File: config.mk
export PLATFORM = sky130hd
export DESIGN_NAME = ffp_ctrl
export DESIGN_NICKNAME = d
export VERILOG_FILES = /design/src/rtl/core/ffp_pkg.sv /design/src/rtl/core/ffp_ctrl.sv
export SDC_FILE = /design/constraint.sdc
export NUM_CORES = 1
export LEC_CHECK = 0
export ABC_AREA = 1
export BUFFER_PORTS_ARGS = -buffer_cell sky130_fd_sc_hd__buf_2
export CAP_MARGIN = 30
export CORE_UTILIZATION = 39
export DETAILED_ROUTE_END_ITERATION = 6
export HOLD_SLACK_MARGIN = 0.03
export SLEW_MARGIN = 20
export SYNTH_ARGS = -nofsm -noshare
export SYNTH_HDL_FRONTEND = slang
export SYNTH_SLANG_ARGS = --single-unit
File: constraint.sdc
create_clock -name clock -period 3 [get_ports clock]
set_input_delay 0.15 -clock clock [delete_from_list [all_inputs] [get_ports clock]]
set_output_delay 0.15 -clock clock [all_outputs]
set_load 0.02 [all_outputs]
File: src/rtl/core/ffp_pkg.sv
// Package for the fixed-point FFT unit: payload structs, controller/datapath
// command struct, twiddle sine entry function (scaled by 100).
// No dependencies.
`timescale 1ns / 1ps
package ffp_pkg;

   typedef struct packed {
      logic signed [15:0] sample_re;
      logic signed [15:0] sample_im;
   } req_item_type;

   typedef struct packed {
      logic signed [15:0] bin_re;
      logic signed [15:0] bin_im;
      logic [5:0]         bin_index;
      logic               last_bin;
   } rsp_item_type;

   localparam int TW_SCALE = 100;

   // trunc(100*sin(step*i)) for 0 <= i <= q, q a quarter period; elaboration only
   function automatic logic [6:0] sin_entry(input int i, input int q, input real step);
      real x;
      int  v;
      x = 100.0 * $sin(step * i);
      v = int'($floor(x + 1.0e-9));
      if (i == 0) v = 0;
      if (i >= q) v = TW_SCALE;
      if (v > TW_SCALE) v = TW_SCALE;
      return v[6:0];
   endfunction

   // datapath commands from the controller
   typedef struct packed {
      logic load;      // write incoming sample at load address
      logic rd;        // read butterfly pair
      logic bf_wr;     // write butterfly results
      logic out_rd;    // read one output entry
   } dp_cmd_type;

endpackage

File: src/rtl/core/ffp_ctrl.sv
// Controller: load count, butterfly sequencer, output sequencer.
// Uses ffp_pkg.
`timescale 1ns / 1ps
module ffp_ctrl
   import ffp_pkg::*;
#(
   parameter int POINTS = 64,
   localparam int AW = $clog2(POINTS)
) (
   input  logic          clock,
   input  logic          reset,
   input  logic          start,
   output logic          busy,
   output logic          rsp_valid,
   output dp_cmd_type    cmd,
   output logic [AW-1:0] addr_p,
   output logic [AW-1:0] addr_q,
   output logic [AW-1:0] wr_p,
   output logic [AW-1:0] wr_q,
   output logic [AW-1:0] tw_idx,
   output logic [AW-1:0] out_k,
   output logic [AW-1:0] out_idx,
   output logic          out_last
);
   localparam int BF_LAST = POINTS / 2 - 1;

   typedef enum logic [3:0] {
      S_LOAD = 4'b0001, S_BF = 4'b0010, S_OUT = 4'b0100, S_DRAIN = 4'b1000
   } state_type;

   // Each butterfly runs through read, sums, product, quotient, write q
   // (top written in phase 2 via w path with rd low).
   state_type state_ff, state_in;
   logic [AW-1:0] cnt_ff, cnt_in;          // load count / butterfly index / bin
   logic [$clog2(AW+1)-1:0] stage_ff, stage_in;
   logic [2:0] ph_ff, ph_in;
   logic [AW-1:0] p_ff, q_ff;
   logic vld_ff;

   // butterfly address generation for index cnt at stage (span = POINTS>>stage)
   logic [AW-1:0] half, j, p, q, rev;
   always_comb begin
      half = AW'(POINTS >> (stage_ff + 1));
      j = cnt_ff & (half - AW'(1));
      p = ((cnt_ff & ~(half - AW'(1))) << 1) | j;
      q = p | half;
      for (int b = 0; b < AW; b++) rev[b] = cnt_ff[AW-1-b];
   end

   always_comb begin
      state_in = state_ff;
      cnt_in = cnt_ff;
      stage_in = stage_ff;
      ph_in = ph_ff;
      cmd = '0;
      addr_p = cnt_ff;
      addr_q = q;
      tw_idx = j << stage_ff;
      out_k = rev;
      wr_p = p_ff;
      wr_q = q_ff;
      unique case (state_ff)
         S_LOAD: begin
            if (start) begin
               cmd.load = 1'b1;
               cnt_in = cnt_ff + AW'(1);
               if (cnt_ff == AW'(POINTS - 1)) begin
                  state_in = S_BF;
                  stage_in = '0;
                  ph_in = '0;
               end
            end
         end
         S_BF: begin
            addr_p = p;
            ph_in = ph_ff + 3'd1;
            unique case (ph_ff)
               3'd0: ;
               3'd1: cmd.rd = 1'b1;          // sums latched
               3'd2: cmd.bf_wr = 1'b1;       // write top at p
               3'd3: ;
               3'd4: begin
                  cmd.bf_wr = 1'b1;
                  cmd.rd = 1'b1;             // select bottom write at q
                  ph_in = '0;
                  cnt_in = cnt_ff + AW'(1);
                  if (cnt_ff == AW'(BF_LAST)) begin
                     // next stage starts again at butterfly zero
                     cnt_in = '0;
                     stage_in = stage_ff + 1'b1;
                     if (stage_ff == ($clog2(AW+1))'(AW - 1)) state_in = S_OUT;
                  end
               end
               default: ph_in = '0;
            endcase
            // cmd.rd is raised in phase 1 for the top sums and in phase 4 to select the bottom write
         end
         S_OUT: begin
            cmd.out_rd = 1'b1;
            cnt_in = cnt_ff + AW'(1);
            if (cnt_ff == AW'(POINTS - 1)) state_in = S_DRAIN;
         end
         S_DRAIN: state_in = S_LOAD;
         default: state_in = S_LOAD;
      endcase
   end

   // out_last aligned with the output register (RAM read register, then output register)
   logic last_ff, rd_d_ff;
   always_ff @(posedge clock) begin
      if (reset) begin
         state_ff <= S_LOAD;
         cnt_ff <= '0;
         stage_ff <= '0;
         ph_ff <= '0;
         rd_d_ff <= 1'b0;
         vld_ff <= 1'b0;
      end else begin
         state_ff <= state_in;
         cnt_ff <= cnt_in;
         stage_ff <= stage_in;
         ph_ff <= ph_in;
         rd_d_ff <= cmd.out_rd;
         vld_ff <= rd_d_ff;
      end
      if (state_ff == S_BF && ph_ff == 3'd0) begin
         p_ff <= p;
         q_ff <= q;
      end
      last_ff <= (state_ff == S_OUT) && (cnt_ff == AW'(POINTS - 1));
   end

   // out_k of the RAM read is registered into the item together with ra data,
   // so bin index is held back through k_d_ff to stay in step with it
   logic [AW-1:0] k_d_ff;
   always_ff @(posedge clock) k_d_ff <= cnt_ff;

   assign busy = (state_ff != S_LOAD);
   assign rsp_valid = vld_ff;
   assign out_last = last_ff;
   // bin index fed to output reg is the delayed count
   assign out_idx = k_d_ff;
endmodule

==> results.py <==
metrics = {
    "outcome": {
        "outcome": "completed",
    },
    "route": {
        "dr.pass1.iters": 4,
        "drtAntennaViolNets": 0,
        "route.detailed.drc": 0,
        "routed_wl_mm": 4.45,
        "vias_per_cell": 4.70,
        "wl_per_cell_um": 11.2,
        "drtIter0Drc": 99,
        "vias": 1863,
    },
    "sta": {
        "setup_viol": 0,
        "finalClockSkew_ps": 4.12,
        "fmax_mhz": 381,
        "tightest_slew_ps": 483,
        "slew-limit-headroom_pct": 67.7,
        "min_period_ps": 2630,
        "holdWs_ps": 151,
        "fin_crit_sh_pct": 87.5,
        "slew_viol_final": 0,
        "rsz0062_at_grt": "no",
        "hold_viol": 0,
        "finalSetupTns_ps": 0,
    },
    "setup_path": {
        "crit_path_cell_trace": "clkinvlp_4 -> ha_1 -> nand2_1 -> ha_1 -> inv_1 -> nand2_1 -> o21ai_0 -> o21ai_0 -> a21o_1 -> inv_1 -> buf_2",
        "crit_family": "compound AO/OA/AOI/OAI gates",
        "cp_slowest_cell": "dfxtp_2",
        "cpPeakStageDelay_ps": 430,
        "cp_num_buf_inv": 4,
        "reg2reg_from": "stage_ff[0]",
        "cp-end-kind": "output port",
        "start_kind": "flip-flop",
        "cp_max_fo": 10,
        "crit_type": "flip-flop to output port",
        "reg2reg_depth": 12,
        "startpoint": "stage_ff[0]",
        "required_ps": 2850,
        "critPathArrivalTime_ps": 2480,
        "path_depth": 11,
    },
    "power_and_ir_drop": {
        "p_sw_share_pct": 45.1,
        "pwr-share-seq_pct": 30.3,
        "ir_worst_vdd_v": 0.000547,
        "clkPwrFrac_pct": 20.1,
        "combPwrFrac_pct": 49.5,
        "power.density_nw_per_um2": 930,
        "p_sw_mw": 1.06,
        "p_int_mw": 1.29,
        "leakage_nw": 1.29,
    },
    "global_route": {
        "grt_pass1_wl_mm": 7.45,
        "grt_pass1_vias": 1577,
        "grt_max_degree": 18,
        "antenna_found_initial": 0,
        "grt_use_total_pct": 17.6,
        "overflow": 0,
    },
    "clocking": {
        "clk_pin_slew_ps": 70,
        "htree_num_levels": 2,
        "clock_latency_ps": 290,
        "cts_tree": "built",
        "ctsResizeCount": 0,
        "clockBufferDepth": 2,
        "cts_buffers": 5,
        "cts_setup_buffers": 0,
        "cts.sinks": 37,
        "hold_buffers": 0,
        "ctsRootBufferMaster": "clkbuf_8",
    },
    "floorplanning": {
        "fp.dieArea_um2": 5580,
        "core_area_um2": 5110,
        "num_io_pins": 52,
        "die_w_um": 74.7,
        "fp.dieH_um": 74.7,
        "start_util_pct": 40.4,
        "num_rows": 26,
    },
    "min_path": {
        "hold_start": "reset",
        "min_path_cells": 2,
        "hold_path_class": "input port to flip-flop",
    },
    "placement": {
        "place_congestion": 0.898,
        "placed_area_um2": 2390,
        "hpwlAfterDp_mm": 3.46,
        "portBuffers": 51,
    },
    "synth": {
        "syn_area_um2": 2060,
        "synth.most_common_cell": "nand2_1",
        "ys_top_cells_by_area": "dfxtp_1 (24%), edfxtp_1 (17%), nand2_1 (12%)",
        "synthCells": 271,
        "async_reset_ff_share_pct": 0,
        "synth_seq_area_share_pct": 41.7,
        "synth_top_cell_area_share_pct": 24.3,
        "ys_seq_elements": 37,
        "synth_edf_count": 12,
        "yosysUniqueCellTypes": 33,
        "synthesis.nets": 286,
        "yosysWarnings": 0,
        "yosys.area.top_type": "dfxtp_1",
        "synth.top_cells.by_count": "nand2_1 (64), inv_1 (35), nor2_1 (31), dfxtp_1 (25), o21ai_0 (21)",
        "syn_avg_cell_area_um2": 7.61,
        "synth_ff_type": "dfxtp_1",
    },
    "layout": {
        "drive_above_1_share_pct": 25.5,
        "diodes": 0,
        "nNetsFinal": 340,
        "finish.instance_area_um2": 2520,
        "syn2layout_area_growth_pct": 22.3,
    },
    "flow_run": {
        "maxCapViolCount": 0,
    },
}
-- stage by stage --
stage / power, mW / utilization [%] / instances / setup WS, ps
2_1_floorplan: 1.58 / - / 271 / 622
3_3_place_gp: 1.88 / 46.7 / 388 / 623
3_5_place_dp: 1.88 / 46.7 / 388 / 506
4_1_cts: 2.36 / 49.3 / 396 / 192
5_1_grt: 2.57 / 49.4 / 396 / 28.9
6_report: 2.35 / 49.4 / 396 / 374
-- flip-flops by register name, summed over array words and instances (netlist names) --
signal	count
rd_d_ff	1
wr_p	6
ph_ff	3
out_idx	6
out_last	1
cnt_ff	6
state_ff	4
stage_ff	3
wr_q	6
rsp_valid	1
-- worst paths after layout --
check | endpoint | slack [ps]
max | tw_idx[3] | 370
min reg2reg | rsp_valid | 410
min | ph_ff[1] | 150
max reg2reg | wr_q[4] | 730
-- metal layers --
metal | wire length, um | vias to the layer above | part of all wire, % | global-route usage [%]
met5 | 0 | - | 0 | 0
met1 | 2120 | 832 | 48 | 23.2
met3 | 242 | 4 | 5.4 | 4.02
met4 | 43 | 0 | 0.97 | 6.08
met2 | 2040 | 54 | 46 | 28.3
li1 | - | 973 | - | -
-- logic make-up after synthesis --
logic type	synth area share (%)
XOR/XNOR	1.27
flip-flops	41.7
buffers and inverters	8.49
AND/OR/NAND/NOR	29.3
adder cells (fa/ha/maj)	7.28
AO/OA/AOI/OAI	11.9
-- power by group through the flow --
stage          combinational [mW]  sequential, mW  clock [mW]
5_1_grt                      1.34           0.727       0.501
3_5_place_dp                 1.16           0.717           0
6_report                     1.16           0.711       0.473
4_1_cts                      1.17           0.706       0.482
2_1_floorplan               0.849           0.727           0
3_3_place_gp                 1.17           0.718           0
-- layout make-up --
class	instances	area [um2]
clock buffers	6	93.8
clock inverters	2	35.0
fillers	521	2580
inverters	40	154
multi-input cells	189	1030
flip-flops and latches	37	863
well taps	70	87.6
repair buffers	52	263
-- cell usage in the layout (no fill, tap or decap), types with 12 or more instances in the layout --
cell type  instances
a21oi_1           15
buf_2             51
dfxtp_1           23
edfxtp_1          12
ha_1              12
inv_1             35
nand2_1           64
nand3_1           16
nor2_1            31
o21ai_0           21
Note: power is estimated with default switching activity, not from simulation.
